<file path="config.mk">
export PLATFORM = sky130hd
export DESIGN_NAME = rbc_cfg_regs
export DESIGN_NICKNAME = d
export VERILOG_FILES = /design/src/rtl/core/rbc_pkg.sv /design/src/rtl/core/rbc_cfg_regs.sv
export SDC_FILE = /design/constraint.sdc
export NUM_CORES = 1
export LEC_CHECK = 0
export ABC_CLOCK_PERIOD_IN_PS = 1200
export BUFFER_PORTS_ARGS = -buffer_cell sky130_fd_sc_hd__buf_2
export CORE_ASPECT_RATIO = 1.4
export CORE_UTILIZATION = 40
export CTS_CLUSTER_DIAMETER = 150
export DETAILED_ROUTE_END_ITERATION = 8
export GPL_ROUTABILITY_DRIVEN = 0
export PLACE_DENSITY = 0.79
export SYNTH_ARGS = -nofsm -noshare
export SYNTH_HDL_FRONTEND = slang
export SYNTH_SLANG_ARGS = --single-unit
export TNS_END_PERCENT = 100
</file>
<file path="constraint.sdc">
create_clock -name clk -period 1.2 [get_ports clk]
set_input_delay 0.12 -clock clk [delete_from_list [all_inputs] [get_ports clk]]
set_output_delay 0.12 -clock clk [all_outputs]
set_load 0.01 [all_outputs]
</file>
<file path="src/rtl/core/rbc_pkg.sv">
// ----------------------------------------------------------------------------
// rbc_pkg
// Shared types, register map and colour constants of the region boundary
// colouriser.
// ----------------------------------------------------------------------------
package rbc_pkg;

	// Default of the line buffer depth, in pixels.
	localparam int DEF_MAX_WIDTH = 2048;

	// Configuration port.
	localparam int APB_ADDR_W = 5;
	localparam int APB_DATA_W = 32;

	typedef enum logic [2:0] {
		REG_COLOR_MODE       = 3'd0,
		REG_FRAME_WIDTH      = 3'd1,
		REG_FRAME_HEIGHT     = 3'd2,
		REG_BACKGROUND_COLOR = 3'd3,
		REG_BOUNDARY_COLOR   = 3'd4
	} reg_idx_t;

	// Register reset values.
	localparam logic        RST_COLOR_MODE       = 1'b0;
	localparam logic [11:0] RST_FRAME_WIDTH      = 12'd2048;
	localparam logic [15:0] RST_FRAME_HEIGHT     = 16'd1;
	localparam logic [23:0] RST_BACKGROUND_COLOR = 24'h192330;
	localparam logic [23:0] RST_BOUNDARY_COLOR   = 24'h141414;

	// Colour modes.
	localparam logic MODE_HASH  = 1'b0;
	localparam logic MODE_BLEND = 1'b1;

	// Hash colouring: only the low 23 bits of the product are ever used.
	localparam logic [31:0] HASH_MUL   = 32'd2654435761;
	localparam int          HASH_LO_W  = 23;
	localparam logic [7:0]  HASH_BASE  = 8'd50;
	localparam logic [6:0]  HASH_MASK  = 7'h7F;
	localparam logic [7:0]  BLEND_FULL = 8'd255;

	typedef struct packed {
		logic        color_mode;
		logic [11:0] frame_width;
		logic [15:0] frame_height;
		logic [23:0] background_color;
		logic [23:0] boundary_color;
	} cfg_t;

	// How the emitted pixel is coloured.
	typedef enum logic [1:0] {
		KIND_BACKGROUND,
		KIND_BOUNDARY,
		KIND_HASH,
		KIND_BLEND
	} kind_t;

	// Per-pixel control carried from the input into the colour pipeline.
	typedef struct packed {
		logic [15:0] label;      // label below the emitted pixel (0 in a flush row)
		logic        emit;       // a pixel of the previous row is produced
		logic        frame_end;  // that pixel closes the frame
		logic        right_ok;   // right neighbour lies inside the row
		logic        up_ok;      // the row above the emitted pixel exists
		logic        col0;       // first column: left neighbour is outside
		logic        fwd;        // prefetched column 0 is being written this beat
	} item_t;

endpackage

</file>
<file path="src/rtl/core/rbc_cfg_regs.sv">
// ----------------------------------------------------------------------------
// rbc_cfg_regs
// APB register bank holding the colouriser configuration.
// ----------------------------------------------------------------------------
module rbc_cfg_regs (
	input  logic                              clk,
	input  logic                              arst_n,
	input  logic                              psel,
	input  logic                              penable,
	input  logic                              pwrite,
	input  logic [rbc_pkg::APB_ADDR_W-1:0]    paddr,
	input  logic [rbc_pkg::APB_DATA_W-1:0]    pwdata,
	output logic [rbc_pkg::APB_DATA_W-1:0]    prdata,
	output logic                              pready,
	output rbc_pkg::cfg_t                     cfg
);

	rbc_pkg::cfg_t    cfg_q;
	rbc_pkg::reg_idx_t idx;
	logic             wr;

	assign pready = 1'b1;
	assign idx    = rbc_pkg::reg_idx_t'(paddr[4:2]);
	assign wr     = psel & penable & pwrite & pready;
	assign cfg    = cfg_q;

	always_ff @(posedge clk or negedge arst_n) begin
		if (!arst_n) begin
			cfg_q.color_mode       <= rbc_pkg::RST_COLOR_MODE;
			cfg_q.frame_width      <= rbc_pkg::RST_FRAME_WIDTH;
			cfg_q.frame_height     <= rbc_pkg::RST_FRAME_HEIGHT;
			cfg_q.background_color <= rbc_pkg::RST_BACKGROUND_COLOR;
			cfg_q.boundary_color   <= rbc_pkg::RST_BOUNDARY_COLOR;
		end else if (wr) begin
			case (idx)
				rbc_pkg::REG_COLOR_MODE:       cfg_q.color_mode       <= pwdata[0];
				rbc_pkg::REG_FRAME_WIDTH:      cfg_q.frame_width      <= pwdata[11:0];
				rbc_pkg::REG_FRAME_HEIGHT:     cfg_q.frame_height     <= pwdata[15:0];
				rbc_pkg::REG_BACKGROUND_COLOR: cfg_q.background_color <= pwdata[23:0];
				rbc_pkg::REG_BOUNDARY_COLOR:   cfg_q.boundary_color   <= pwdata[23:0];
				default: ;
			endcase
		end
	end

	always_comb begin
		case (idx)
			rbc_pkg::REG_COLOR_MODE:       prdata = {31'd0, cfg_q.color_mode};
			rbc_pkg::REG_FRAME_WIDTH:      prdata = {20'd0, cfg_q.frame_width};
			rbc_pkg::REG_FRAME_HEIGHT:     prdata = {16'd0, cfg_q.frame_height};
			rbc_pkg::REG_BACKGROUND_COLOR: prdata = {8'd0, cfg_q.background_color};
			rbc_pkg::REG_BOUNDARY_COLOR:   prdata = {8'd0, cfg_q.boundary_color};
			default:                       prdata = '0;
		endcase
	end

endmodule

</file>
==> impl_metrics.csv <==
group,metric,value,unit
yosys,yosysSeqAreaShare,52.7,%
sta,fin_crit_sh,123,%
global_route,grt_max_degree,78,
die,core,0.00898,mm²
place,preCtsSetupSlack,-0.407,ns
sta,worst_slew_pin_slew,0.613,ns
global_route,antenna_found_initial,0,
yosys,synth_flop_cell,"dfrtp_1",
die,rows,41,
outcome,outcome,"complete, but fails checks",
global_route,grtUsageTotal,19.6,%
finish,final_nets,481,
clock_tree,root_buffer,"clkbuf_16",
route,vias,2815,
worst_setup_path,cp.required,1.08,ns
die,top_level_ports,152,
sta,finalHoldViolCount,0,
clock_tree,cts.htree.levels,3,
finish,fin_cells,551,
sta,drv_slew,0,
worst_setup_path,critPathLaunchType,"flop",
route,first_pass_iters,4,
yosys,yosysMostFrequentCell,"dfrtp_1",
yosys,ys_top_cells_by_count,"dfrtp_1 (61), mux2_2 (47), mux2_4 (30)",
finish,postLayoutCoreUtil,61.7,%
yosys,yosysWarnings,0,
outcome,violations,"negative setup slack",
sta,slew_headroom,59.0,%
clock_tree,cts-buffers-inserted,9,
job,cap_viol_max_count,0,
yosys,ys_seq_elements,77,
worst_setup_path,worstPathMaxFanout,2,
route,first_iter_violations,73,
pwr,power.total,9.52,mW
finish,seqCellArea,0.00195,mm²
finish,fill_cells,683,
yosys,ys_types,22,
yosys,yosysTopAreaCell,"dfrtp_1",
finish,largest_register_ffs,77,
global_route,grt.overflow.total,0,
sta,finalSetupTns,-3.04,ns
route,ant_nets,0,
pwr,leakagePower,2.88,nW
finish,drive_above_1_share,71.6,%
place,dp.cells,487,
pwr,p_per_area,1720,mW/mm²
finish,syn_to_final_growth,50.0,%
finish,multi_input_area,0.00164,mm²
route,drc,0,
sta,hold_ws,0.0289,ns
clock_tree,clkSinkCount,77,
sta,skew,0,ns
worst_hold_path,hold_path_class,"input pin to flop",
yosys,async_reset_ff_share,100,%
global_route,grt_pass1_vias,2751,
sta,min_period,1.47,ns
die,die_w,83.2,µm
place,dp_hpwl,6.26,mm
place,port_buffers,132,
worst_setup_path,worstPathArrival,1.35,ns
yosys,synth-edff-count,0,
route,vias_per_cell,5.11,
worst_setup_path,end_kind,"output port",
route,wire_per_inst,17.8,µm
finish,final_cell_area,0.00554,mm²
die,initial_core_util,41.1,%
pwr,ir_drop,1.09,mV
place,placement.cell_area,0.00460,mm²
clock_tree,clk_latency,0.33,ns
die,dieArea,0.00962,mm²
sta,setup-violations-final,21,
yosys,syn_inst,245,
global_route,grt_pass1_wl,14.3,mm
finish,antenna_cells,0,
yosys,mappedNetlistArea,0.00369,mm²
clock_tree,cts.reportedPaths.clkPinSlew,0.06,ns
clock_tree,cts_tree,"yes",
sta,grt_setup_unrepaired,"true",
sta,fin_ws,-0.274,ns
yosys,yosysTopAreaCellShare,41.4,%
die,die_h,116,µm
yosys,syn_avg_cell_area,15.1,µm²
yosys,synth_area_leaders,"dfrtp_1 (41%), mux2_2 (14%), mux2_4 (12%), dfstp_2 (11%), mux2i_1 (4.6%)",
worst_setup_path,setup.worst_path.class,"flop to output port",
sta,fmax,678,MHz
route,drt_wl_total,9.80,mm
clock_tree,clk_path_buf_depth,2,
-- power by group --
part	internal, mW	total [mW]	switching, mW
Clock	2.30	3.34	1.04
Sequential	3.19	3.56	0.370
Combinational	1.54	2.63	1.09
-- path summary, 6_finish.rpt --
check | start | to | slack [ns] | depth (start not counted)
min in group asynchronous | arst_n | cfg[58]$_DFFE_PN0P_ | 0.34 | 3
max in group asynchronous | arst_n | cfg[18]$_DFFE_PN1P_ | 0.50 | 3
setup / recovery | cfg[64]$_DFFE_PN0P_ | prdata[0] | -0.27 | 4
hold reg to reg | cfg[23]$_DFFE_PN0P_ | cfg[23]$_DFFE_PN0P_ | 0.54 | 1
hold / removal | pwdata[21] | cfg[45]$_DFFE_PN0P_ | 0.03 | 2
setup reg to reg | cfg[64]$_DFFE_PN0P_ | cfg[64]$_DFFE_PN0P_ | 0.19 | 3
-- cell usage in the layout, fill, tap and decap left out, types with 2 or more instances in the layout --
cell / netlist / layout
a221o_1: 11 / 11
a22o_1: 8 / 8
buf_12: 0 / 10
buf_2: 3 / 119
buf_4: 15 / 43
buf_6: 4 / 22
bufinv_16: 0 / 4
clkbuf_16: 0 / 11
conb_1: 2 / 9
dfrtp_1: 61 / 61
dfstp_2: 16 / 16
mux2_2: 47 / 47
mux2_4: 30 / 30
mux2i_1: 17 / 17
nand2b_4: 0 / 2
nor2_1: 14 / 12
nor2_4: 1 / 2
nor2_8: 2 / 2
nor3_1: 3 / 2
o2bb2ai_1: 4 / 3
-- repair_timing --
action | in CTS | in global routing
endpoints found under the setup margin | 24 | 30
gates resized for setup | 13 | 26
cloned | 0 | 2
pin swaps | 9 | 5
endpoints found under the hold margin | 61 | 0
setup buffers | 31 | 14
hold buffers | 1 | 0
-- area by class of cell --
cell class,count,share of cell area (%)
Multi-Input combinational cell,152,29.6
Inverter,1,0.0678
Timing Repair Buffer,198,26.0
Clock inverter,6,2.42
Sequential cell,77,35.2
Clock buffer,10,4.32
Tap cell,107,2.42
-- worst max-delay path: stages (launching register included) --
cell and delay, ns:
dfrtp_1 0.39, mux2i_1 0.16, nor3_1 0.07, a211o_1 0.26, buf_2 0.14
-- metal layers --
layer | GRT usage (%) | up-vias | wire, µm
li1 | - | 1274 | -
met1 | 23.5 | 1418 | 3960
met2 | 34.2 | 112 | 5190
met3 | 5.34 | 11 | 512
met4 | 6.44 | 0 | 140
met5 | 0 | - | 0
-- logic make-up after synthesis --
| group | synth area share [%] |
|---|---|
| muxes | 31.2 |
| DFF | 52.7 |
| and+or+nand+nor | 5.05 |
| AOI/OAI and AO/OA | 6.07 |
| buffers and inverters | 4.78 |
| other | 0.203 |
Note: power is estimated with default switching activity, not from simulation.
