## src/rtl/core/rbc_pkg.sv

```systemverilog
// ----------------------------------------------------------------------------
// rbc_pkg
// Shared types, register map and colour constants of the region boundary
// colouriser.
// ----------------------------------------------------------------------------
package rbc_pkg;

	// Default of the line buffer depth, in pixels.
	localparam int DEF_MAX_WIDTH = 2048;

	// Configuration port.
	localparam int APB_ADDR_W = 5;
	localparam int APB_DATA_W = 32;

	typedef enum logic [2:0] {
		REG_COLOR_MODE       = 3'd0,
		REG_FRAME_WIDTH      = 3'd1,
		REG_FRAME_HEIGHT     = 3'd2,
		REG_BACKGROUND_COLOR = 3'd3,
		REG_BOUNDARY_COLOR   = 3'd4
	} reg_idx_t;

	// Register reset values.
	localparam logic        RST_COLOR_MODE       = 1'b0;
	localparam logic [11:0] RST_FRAME_WIDTH      = 12'd2048;
	localparam logic [15:0] RST_FRAME_HEIGHT     = 16'd1;
	localparam logic [23:0] RST_BACKGROUND_COLOR = 24'h192330;
	localparam logic [23:0] RST_BOUNDARY_COLOR   = 24'h141414;

	// Colour modes.
	localparam logic MODE_HASH  = 1'b0;
	localparam logic MODE_BLEND = 1'b1;

	// Hash colouring: only the low 23 bits of the product are ever used.
	localparam logic [31:0] HASH_MUL   = 32'd2654435761;
	localparam int          HASH_LO_W  = 23;
	localparam logic [7:0]  HASH_BASE  = 8'd50;
	localparam logic [6:0]  HASH_MASK  = 7'h7F;
	localparam logic [7:0]  BLEND_FULL = 8'd255;

	typedef struct packed {
		logic        color_mode;
		logic [11:0] frame_width;
		logic [15:0] frame_height;
		logic [23:0] background_color;
		logic [23:0] boundary_color;
	} cfg_t;

	// How the emitted pixel is coloured.
	typedef enum logic [1:0] {
		KIND_BACKGROUND,
		KIND_BOUNDARY,
		KIND_HASH,
		KIND_BLEND
	} kind_t;

	// Per-pixel control carried from the input into the colour pipeline.
	typedef struct packed {
		logic [15:0] label;      // label below the emitted pixel (0 in a flush row)
		logic        emit;       // a pixel of the previous row is produced
		logic        frame_end;  // that pixel closes the frame
		logic        right_ok;   // right neighbour lies inside the row
		logic        up_ok;      // the row above the emitted pixel exists
		logic        col0;       // first column: left neighbour is outside
		logic        fwd;        // prefetched column 0 is being written this beat
	} item_t;

endpackage

```

## src/rtl/core/rbc_color_pipe.sv

```systemverilog
// ----------------------------------------------------------------------------
// rbc_color_pipe
// Neighbour compare, hash and blend products, colour selection and the
// output register of the colouriser.
// ----------------------------------------------------------------------------
module rbc_color_pipe (
	input  logic           clk,
	input  logic           arst_n,
	input  logic           take,
	input  rbc_pkg::item_t item,
	input  logic [15:0]    a_data,
	input  logic [15:0]    b_data,
	input  logic [31:0]    ov_data,
	input  rbc_pkg::cfg_t  cfg,
	output logic           ready,
	output logic           m_tvalid,
	input  logic           m_tready,
	output logic [23:0]    m_tdata,
	output logic           m_tlast
);

	// Stage 1: line buffer data is valid.
	logic           valid_s1;
	rbc_pkg::item_t item_s1;
	logic [15:0]    next_self_q;
	logic [15:0]    left_q;

	// Stage 2: products registered.
	logic                              valid_s2;
	logic                              emit_s2;
	logic                              fend_s2;
	rbc_pkg::kind_t                    kind_s2;
	logic [rbc_pkg::HASH_LO_W-1:0]     hash_s2;
	logic [15:0]                       prod_s2 [3];

	logic        m_tvalid_q;
	logic [23:0] m_tdata_q;
	logic        m_tlast_q;

	logic out_free, s2_go, s2_free, s1_go;

	logic [15:0]    self_lab, left_lab, right_lab, up_lab, down_lab, next_self;
	rbc_pkg::kind_t kind;
	logic [38:0]    hash_prod;
	logic [15:0]    prod [3];
	logic [16:0]    psum [3];
	logic [7:0]     fg [3];
	logic [7:0]     bg [3];
	logic [7:0]     alpha, inv_alpha;
	logic [16:0]    qt [3];
	logic [7:0]     blend [3];
	logic [23:0]    color;

	assign out_free = !m_tvalid_q || m_tready;
	assign s2_go    = valid_s2 && (out_free || !emit_s2);
	assign s2_free  = !valid_s2 || s2_go;
	assign s1_go    = valid_s1 && s2_free;
	assign ready    = !valid_s1 || s2_free;

	// Neighbours of the pixel being emitted.
	assign self_lab  = next_self_q;
	assign left_lab  = item_s1.col0 ? 16'd0 : left_q;
	assign right_lab = item_s1.right_ok ? a_data : 16'd0;
	assign up_lab    = item_s1.up_ok ? b_data : 16'd0;
	assign down_lab  = item_s1.label;
	assign next_self = item_s1.fwd ? item_s1.label : a_data;

	always_comb begin
		if (self_lab == 16'd0) begin
			kind = rbc_pkg::KIND_BACKGROUND;
		end else if (left_lab != self_lab || right_lab != self_lab ||
			up_lab != self_lab || down_lab != self_lab) begin
			kind = rbc_pkg::KIND_BOUNDARY;
		end else if (cfg.color_mode == rbc_pkg::MODE_HASH) begin
			kind = rbc_pkg::KIND_HASH;
		end else begin
			kind = rbc_pkg::KIND_BLEND;
		end
	end

	assign hash_prod = {23'd0, self_lab} *
		{16'd0, rbc_pkg::HASH_MUL[rbc_pkg::HASH_LO_W-1:0]};

	assign alpha     = ov_data[7:0];
	assign inv_alpha = rbc_pkg::BLEND_FULL - alpha;
	assign fg[0]     = ov_data[31:24];
	assign fg[1]     = ov_data[23:16];
	assign fg[2]     = ov_data[15:8];
	assign bg[0]     = cfg.background_color[23:16];
	assign bg[1]     = cfg.background_color[15:8];
	assign bg[2]     = cfg.background_color[7:0];

	always_comb begin
		for (int i = 0; i < 3; i++) begin
			psum[i] = {1'b0, {8'd0, fg[i]} * {8'd0, alpha}} +
				{1'b0, {8'd0, bg[i]} * {8'd0, inv_alpha}};
			prod[i] = psum[i][15:0];
		end
	end

	always_ff @(posedge clk or negedge arst_n) begin
		if (!arst_n) begin
			valid_s1 <= 1'b0;
			valid_s2 <= 1'b0;
		end else begin
			if (ready) begin
				valid_s1 <= take;
			end
			if (s2_free) begin
				valid_s2 <= s1_go;
			end
		end
	end

	always_ff @(posedge clk) begin
		if (take) begin
			item_s1 <= item;
		end
		if (s1_go) begin
			next_self_q <= next_self;
			left_q      <= self_lab;
			emit_s2     <= item_s1.emit;
			fend_s2     <= item_s1.frame_end;
			kind_s2     <= kind;
			hash_s2     <= hash_prod[rbc_pkg::HASH_LO_W-1:0];
			for (int i = 0; i < 3; i++) begin
				prod_s2[i] <= prod[i];
			end
		end
	end

	// Division by 255 through the usual reciprocal form; exact below 65280.
	always_comb begin
		for (int i = 0; i < 3; i++) begin
			qt[i]    = {1'b0, prod_s2[i]} + 17'd1 + {9'd0, prod_s2[i][15:8]};
			blend[i] = qt[i][15:8];
		end
	end

	always_comb begin
		case (kind_s2)
			rbc_pkg::KIND_BACKGROUND: color = cfg.background_color;
			rbc_pkg::KIND_BOUNDARY:   color = cfg.boundary_color;
			rbc_pkg::KIND_HASH: begin
				color = {rbc_pkg::HASH_BASE + {1'b0, hash_s2[6:0] & rbc_pkg::HASH_MASK},
					rbc_pkg::HASH_BASE + {1'b0, hash_s2[14:8] & rbc_pkg::HASH_MASK},
					rbc_pkg::HASH_BASE + {1'b0, hash_s2[22:16] & rbc_pkg::HASH_MASK}};
			end
			rbc_pkg::KIND_BLEND:      color = {blend[0], blend[1], blend[2]};
			default:                  color = cfg.background_color;
		endcase
	end

	always_ff @(posedge clk or negedge arst_n) begin
		if (!arst_n) begin
			m_tvalid_q <= 1'b0;
		end else if (out_free) begin
			m_tvalid_q <= valid_s2 && emit_s2;
		end
	end

	always_ff @(posedge clk) begin
		if (out_free && valid_s2) begin
			m_tdata_q <= {color[7:0], color[15:8], color[23:16]};
			m_tlast_q <= fend_s2;
		end
	end

	assign m_tvalid = m_tvalid_q;
	assign m_tdata  = m_tdata_q;
	assign m_tlast  = m_tlast_q;

endmodule

```

## config.mk

```make
export PLATFORM = sky130hd
export DESIGN_NAME = rbc_color_pipe
export DESIGN_NICKNAME = d
export VERILOG_FILES = /design/src/rtl/core/rbc_pkg.sv /design/src/rtl/core/rbc_color_pipe.sv
export SDC_FILE = /design/constraint.sdc
export NUM_CORES = 1
export LEC_CHECK = 0
export BUFFER_PORTS_ARGS = -buffer_cell sky130_fd_sc_hd__buf_2
export CORE_MARGIN = 1.5
export CORE_UTILIZATION = 57
export DETAILED_ROUTE_END_ITERATION = 10
export PLACE_DENSITY = 0.79
export SYNTH_ARGS = -nofsm -noshare
export SYNTH_HDL_FRONTEND = slang
export SYNTH_SLANG_ARGS = --single-unit
```

## constraint.sdc

```tcl
create_clock -name clk -period 5.7 [get_ports clk]
set_clock_uncertainty 0.05 [all_clocks]
set_input_delay 0.57 -clock clk [delete_from_list [all_inputs] [get_ports clk]]
set_output_delay 0.57 -clock clk [all_outputs]
set_load 0.02 [all_outputs]
```

==> results.txt, run 1 <==
----------------------------------------------------
[Power]
  Leak ... 13.4 nW
  P_int ... 0.0101 W
  Combinational power share ... 80.3%
  Worst-case vdd ir drop ... slightly below 0.7 mV
  Relative contribution of the clock network to total power ... 6.0%
  Sw power ... 0.00880 W
  Part of the total power dissipated in sequential elements ... 13.7%
  Fraction of power spent switching nets ... 46.5%
  Total power after layout ... roughly 0.019 W
  Power per unit of standard cell area ... 689 mW/mm²

[Clock network]
  TritonCTS Buffers ... 17
  TritonCTS sink count ... 151
  Max clock buf depth ... 2
  TritonCTS clock tree ... yes
  Clock root buffer master ... clkbuf_16
  Number of H-tree levels ... 4
  Skew-Pair Late Insertion Delay ... between 0.4 and 0.5 ns
  Worst-path clk slew ... around 0.08 ns

[Detailed routing]
  Vias per cell ... 5.52
  First DRT Iteration DRCs ... 1256
  Detailed-route via count ... 17800
  Router iterations before antenna repair ... 5
  Post-detailed-route count of antenna-violating nets ... 0
  Final Routed Wirelength ... 61500 µm
  Wire length per cell ... 19.1 µm
  Post-route DRC ... 0

[Worst setup path]
  CP Launch Type ... input pin
  CP delay by family, top ... adder cells
  CP Data Arrival Time ... 5.64 ns
  Number of buffers and inverters on the critical path ... 6
  Kind of critical path ... input pin to flip-flop
  Worst setup EP type ... flip-flop
  Data required time at the worst endpoint ... 5.86 ns
  Slowest cell on crit path ... fa_1
  Cells traversed along the worst timing path ... buf_4, buf_4, and2_1, fa_1, inv_1, fa_1, inv_1, fa_1, fa_1, fa_1, inv_1, fa_1, inv_1, ha_1, or3_1, o211a_1, nand2b_1, a31oi_1, xnor2_1
  Maximum cell stage delay along the critical path ... 0.54 ns
  Worst-path fanout max ... 22
  Cell type with the highest occurrence count on the critical path ... fa_1

[Global route]
  Initial antenna violation count ... 8
  Gr ovfl total ... 0
  Largest net degree at the start of global routing ... 66
  GRT Util Overall ... 29.8%
  Global-route wire length before repair ... 100000 µm
  Via count of the first global-routing pass ... 19200

[Place]
  Estimated wirelength of the detail-placed design ... 50600 µm
  Weighted congestion at the end of routability-driven global placement ... 0.928
  Port buffer count ... 165
  Placed cell area ... 0.0267 mm²

[Finish]
  Proportion of layout cells with a drive suffix above 1 ... 16.3%
  Area added between synthesis and finish ... 13.9%
  Area of all placed cells without fillers ... between 0.02 and 0.03 mm²
  Filler Cells Inserted ... between 3000 and 4000
  Final core area utilization ... 65.6%
  Net count reported at finish ... roughly 3500

[Floorplanning]
  Initial core utilization ... 57.6%
  Die height ... 209 µm
  Core area ... 0.0419 mm²
  Die boundary width ... around 210 µm
  Die footprint ... 0.0435 mm²
  Row Count ... 75
  Number of placed I/O pins ... 194

[Yosys]
  Multiplexer share of the synthesized area ... 2.18%
  Top flip-flop cell by instance count after synthesis ... edfxtp_1
  Sequential share of the synthesized area ... 18.8%
  Simple-gate portion of the synthesized area ... about an eighth
  Post-synthesis register bit count ... 151
  Largest family of logic cells by synthesized area ... adder cells
  Top cells by area in the synthesized netlist ... fa_1 31%, edfxtp_1 18%, ha_1 15%, inv_1 8.2%, nor2b_1 3.7%
  Share of the synthesized netlist area taken by xor and xnor gates ... ~4.8%
  Average cell area after synthesis ... approximately 10 µm²
  Async SR Flop Fraction ... under 10%
  Number of library cell types mapped by synthesis ... 76
  Post-Synth Adder-Cell Area ... 45.9%
  Number of synthesized flops with an enable pin ... 148
  Cell taking the most area after synthesis ... fa_1
  Summed instance area of the synthesized netlist ... 0.0241 mm²
  Area share of the leading cell type in the synthesized netlist ... 30.7%
  Synthesized instance count ... 2360
  Complex-gate fraction of the synthesized area ... 5.67%
  Yosys warnings ... 0

[Timing]
  Number of setup violations in the final report ... 0
  Fmax ... 182 MHz
  Final Cycle Share ... 96.2%
  Actual transition at the worst max-transition pin ... 0.923 ns
  Number of max-slew violations in the final report ... 0
  Count of endpoints failing hold in the final timing report ... 0
  Tmin final ... between 5 and 6 ns
  Max-slew headroom at the worst pin ... 38.2%

[Run status]
  Result of the run ... complete, no violations

[Run]
  Number of max-cap violations ... 0

[Worst hold path]
  Type of the worst min-delay path ... input pin to flip-flop

----------------------------------------------------
## stage by stage
step                      setup TNS, ns  hold slack [ns]  worst slack, ns  std cells
after floorplan                       0            0.224           0.0117       2362
after global placement            -3.15            0.316           -0.337       3181
after detailed placement          -4.68            0.320           -0.438       3181
after CTS                             0            0.209           0.0283       3214
after global routing           -0.00123            0.217         -0.00123       3223
final                                 0            0.227            0.216       3223
## area by class of cell
class	instances	area [µm²]	share of cell area [%]
antenna	6	15.0	0.0547
clock buffer	17	425	1.55
clock inverter	15	179	0.652
inverter	530	1990	7.27
multi-input combinational	1620	17400	63.4
sequential	151	4520	16.5
tap	539	674	2.46
timing repair buffer	345	2240	8.16
## what timing repair did
item,4_1_cts,5_1_grt
hold endpoints to repair,3,0
buffers inserted,0,3
setup endpoints to repair,0,13
hold buffers,1,0
resized for setup,0,17
## cell usage after synthesis, types with 4 or more instances
master and instances:
a211oi_1 11, a21o_1 15, a21oi_1 50, a221oi_1 4, a31oi_1 15, and2_1 110
and3_1 6, and4_1 4, buf_2 4, clkbuf_1 54, edfxtp_1 148, fa_1 369
ha_1 294, inv_1 527, mux2_2 20, mux4_2 12, nand2_1 121, nand2b_1 70
nand3_1 34, nand4_1 16, nor2_1 45, nor2b_1 141, nor3_1 11, o211ai_1 11
o21a_1 8, o21ai_0 47, o21ai_1 6, xnor2_1 93, xor2_1 38
## placed cells by master, fill, tap and decap left out, types with 12 or more instances in the layout
cell type	Yosys	final
o21ai_0	47	45
buf_4	1	179
a21o_1	15	15
inv_1	527	527
buf_2	4	161
and2_1	110	109
edfxtp_1	148	148
mux4_2	12	12
a21oi_1	50	50
xnor2_1	93	93
mux2_2	20	20
nand4_1	16	16
ha_1	294	293
xor2_1	38	38
fa_1	369	369
clkbuf_16	0	17
nand3_1	34	34
nand2b_1	70	70
nor2b_1	141	141
nand2_1	121	121
nor2_1	45	45
## kinds of logic after synthesis
family          Yosys count
simple gates            581
flops                   151
xor+xnor                131
buf+inv                 591
other cells               1
compound gates          207
mux                      35
fa+ha+maj               663
## power groups by stage
stage	clock (W)	sequential, W	combinational [W]
6_report	0.00114	0.00258	0.0152
5_1_grt	0.00119	0.00261	0.0171
4_1_cts	0.00115	0.00257	0.0149
3_5_place_dp	0	0.00259	0.0146
3_3_place_gp	0	0.00257	0.0140
2_1_floorplan	0	0.00255	0.00999
## sequential cells by signal, indices dropped and copies added (netlist names), 2 cells and up
name and count:
prod_s2 48, m_tdata 24, left_q 16, down_lab 16
hash_s2 17, item_s1 6, next_self_q 16, kind_s2 2
## metal layers
layer  part of all wire (%)  vias to the layer above  GRT usage (%)
li1                       -                     8064              -
met1                     40                     8942           39.2
met2                     50                      643           49.9
met3                    6.0                      143           3.64
met4                    4.2                        2           13.1
met5                  0.023                        -              0
## final timing paths
kind | startpoint | to | slack [ns] | cells after the start
setup / recovery | ov_data[4] | prod_s2[0][14]$_DFFE_PP_ | 0.22 | 19
hold / removal | item[18] | down_lab[12]$_DFFE_PP_ | 0.23 | 1
setup reg to reg | next_self_q[1]$_DFFE_PP_ | hash_s2[22]$_DFFE_PP_ | 0.22 | 16
hold reg to reg | item_s1[5]$_DFFE_PP_ | emit_s2$_DFFE_PP_ | 0.37 | 0
max in group asynchronous | arst_n | valid_s1$_DFFE_PN0P_ | 5.11 | 2
min in group asynchronous | arst_n | m_tvalid$_DFFE_PN0N_ | 0.38 | 2
Note: power is estimated with default switching activity, not from simulation.
==> inputs of run 2 (changes only) <==
--- a/config.mk
+++ b/config.mk
@@ -9,7 +9,7 @@
 export CORE_MARGIN = 1.5
 export CORE_UTILIZATION = 57
 export DETAILED_ROUTE_END_ITERATION = 10
-export PLACE_DENSITY = 0.79
+export PLACE_DENSITY_LB_ADDON = 0.1
 export SYNTH_ARGS = -nofsm -noshare
 export SYNTH_HDL_FRONTEND = slang
 export SYNTH_SLANG_ARGS = --single-unit
==> run 2 against run 1 <==
Total power decreased by 1.8%. Core utilization decreased by 0.11 points. Sequential power about the same. Clock-buffer cell count increased by 2. Critical path type is now flip-flop to flip-flop. Largest cell class unchanged. Largest power group unchanged.
==> results.txt, run 2 (synthesis results as in run 1) <==
----------------------------------------------------
[Run status]
  Result of the run ... complete, no violations

[Finish]
  Register cell area after layout ... 0.00452 mm²
  Largest register FFs ... 48
  Filler Cells Inserted ... 3402
  Proportion of layout cells with a drive suffix above 1 ... 16.2%
  Most common library cell in the layout ignoring fill and taps ... inv_1
  Largest Register ... prod_s2
  Non-filler cells in the finished layout ... 3225
  Final core area utilization ... about two thirds
  Area added between synthesis and finish ... 13.7%
  Net count reported at finish ... 3500
  Most frequent cells in the layout ... 527 x inv_1, 369 x fa_1, 294 x ha_1, 177 x buf_4, 164 x buf_2
  Area occupied by multi-input gates ... approximately 0.017 mm²

[Place]
  Estimated wirelength of the detail-placed design ... around 50000 µm
  Number of placed instances, taps included ... 3185
  Port buffer count ... 165
  Weighted congestion at the end of routability-driven global placement ... 0.942

[Power]
  Power per unit of standard cell area ... 678 mW/mm²
  Fraction of power spent switching nets ... 45.7%
  Combinational power share ... approximately four fifths
  Worst-case vdd ir drop ... ~0.68 mV
  Sw power ... 0.00849 W
  Leak ... 13.4 nW
  Relative contribution of the clock network to total power ... 5.7%
  P_int ... 0.0101 W
  Part of the total power dissipated in sequential elements ... 13.9%

[Detailed routing]
  Post-route DRC ... 0
  First DRT Iteration DRCs ... 800
  Router iterations before antenna repair ... 5
  Detailed-route via count ... about 18000
  Final Routed Wirelength ... around 61000 µm
  Post-detailed-route count of antenna-violating nets ... 0
  Wire length per cell ... 18.8 µm
  Vias per cell ... 5.44

[Timing]
  Number of max-slew violations in the final report ... 0
  Final Cycle Share ... 96.7%
  Number of setup violations in the final report ... 0
  Fmax ... 181 MHz
  Setup TNS ... 0 ns
  Actual transition at the worst max-transition pin ... 1.03 ns
  Count of endpoints failing hold in the final timing report ... 0
  Setup repair after global routing missed its margin ... true
  Max-slew headroom at the worst pin ... 31.4%
  Tmin final ... 5.51 ns

[Worst hold path]
  Beginning of the worst hold path ... item[19]
  WHS Endpoint ... down_lab[13]$_DFFE_PP_
  Type of the worst min-delay path ... input pin to flip-flop
  Depth of the worst hold-timing path ... 1

[Floorplanning]
  Die footprint ... ~0.044 mm²
  Core area ... 0.0419 mm²
  Row Count ... 75
  Die boundary width ... 209 µm
  Initial core utilization ... between 50% and 60%
  Die height ... 209 µm
  Number of placed I/O pins ... 194

[Clock network]
  Number of H-tree levels ... 4
  Clock root buffer master ... clkbuf_16
  Skew-Pair Late Insertion Delay ... 0.45 ns
  Max clock buf depth ... 2
  TritonCTS sink count ... between 150 and 200
  TritonCTS clock tree ... yes
  TritonCTS Buffers ... 17
  Worst-path clk slew ... 0.06 ns

[Worst setup path]
  Launching element of the worst setup path ... next_self_q[6]$_DFFE_PP_
  Data required time at the worst endpoint ... 5.83 ns
  Register-to-register setup slack ... ~0.19 ns
  Kind of critical path ... flip-flop to flip-flop
  Worst setup EP type ... flip-flop
  CP Data Arrival Time ... 5.64 ns
  Cells traversed along the worst timing path ... ha_1, fa_1, inv_1, fa_1, fa_1, inv_1, fa_1, inv_1, fa_1, ha_1, a41oi_1, o211ai_1, a31oi_1, buf_4, o21ai_1, or3_1, a31oi_2, xnor2_1
  CP Launch Type ... flip-flop
  Maximum cell stage delay along the critical path ... 0.61 ns
  Worst Reg-to-Reg Cells ... 18
  Beginning of the worst register-to-register path ... next_self_q[6]$_DFFE_PP_
  Crit Reg-Reg Endpoint ... hash_s2[22]$_DFFE_PP_
  Slowest cell on crit path ... edfxtp_1
  Cell type with the highest occurrence count on the critical path ... fa_1
  Worst-path fanout max ... 8

[Global route]
  Initial antenna violation count ... 7
  GRT Util Overall ... around 30%
  Gr ovfl total ... 0
  Global-route wire length before repair ... 100000 µm
  Largest net degree at the start of global routing ... 71
  Via count of the first global-routing pass ... 19200

[Run]
  Number of max-cap violations ... 0

----------------------------------------------------
==> run 2: repair_timing <==
item	in CTS	in global routing
setup endpoints to repair	0	11
hold buffers	1	0
setup buffers	0	4
gates resized for setup	0	3
hold endpoints to repair	3	0
==> run 2: per-stage QoR <==
step | instance area [µm²] | setup slack [ns] | hold WS [ns] | total power, W
floorplan | 24100 | 0.0117 | 0.224 | 0.0125
global placement | 26800 | -0.251 | 0.316 | 0.0169
detailed placement | 26800 | -0.328 | 0.321 | 0.0173
CTS | 27400 | 0.0667 | 0.235 | 0.0187
global route | 27400 | -0.0414 | 0.231 | 0.0208
finish | 27400 | 0.186 | 0.249 | 0.0186
==> run 2: critical path, delay by kind of cell (launching register included) <==
family | cells | cell delay, ns
XOR/XNOR | 1 | 0.09
AO/OA/AOI/OAI | 5 | 0.84
adder cells (fa/ha/maj) | 7 | 2.95
flip-flops | 1 | 0.61
AND/OR/NAND/NOR | 1 | 0.35
buffers and inverters | 4 | 0.35
==> run 2: power groups by stage <==
| stage | combinational [W] | sequential (W) | clock (W) |
|---|---|---|---|
| 5_1_grt | 0.0170 | 0.00262 | 0.00112 |
| 6_report | 0.0149 | 0.00259 | 0.00106 |
| 3_3_place_gp | 0.0143 | 0.00260 | 0 |
| 4_1_cts | 0.0150 | 0.00258 | 0.00108 |
| 2_1_floorplan | 0.00999 | 0.00255 | 0 |
| 3_5_place_dp | 0.0147 | 0.00260 | 0 |
==> run 2: final cells by class <==
class | instances | area share [%]
Sequential cell | 151 | 16.5
Clock buffer | 19 | 1.58
Timing Repair Buffer | 350 | 8.47
Clock inverter | 13 | 0.356
Inverter | 530 | 7.28
Antenna cell | 3 | 0.0274
Multi-Input combinational cell | 1620 | 63.3
Tap cell | 539 | 2.46
==> run 2: worst max-delay path by stage <==
stage                                     to  slack, ns
floorplan           prod_s2[0][47]$_DFFE_PP_       0.01
global placement    prod_s2[0][14]$_DFFE_PP_      -0.25
detailed placement  prod_s2[0][14]$_DFFE_PP_      -0.33
CTS                    hash_s2[22]$_DFFE_PP_       0.07
global route           hash_s2[22]$_DFFE_PP_      -0.04
finish                 hash_s2[22]$_DFFE_PP_       0.19
==> run 2: routing by layer <==
layer / global-route usage [%] / part of all wire, % / up-vias
li1: - / - / 8070
met1: 38.6 / 41 / 8777
met3: 5.21 / 5.8 / 138
met2: 50.0 / 49 / 537
met4: 11.3 / 3.9 / 10
met5: 0 / 0.092 / -
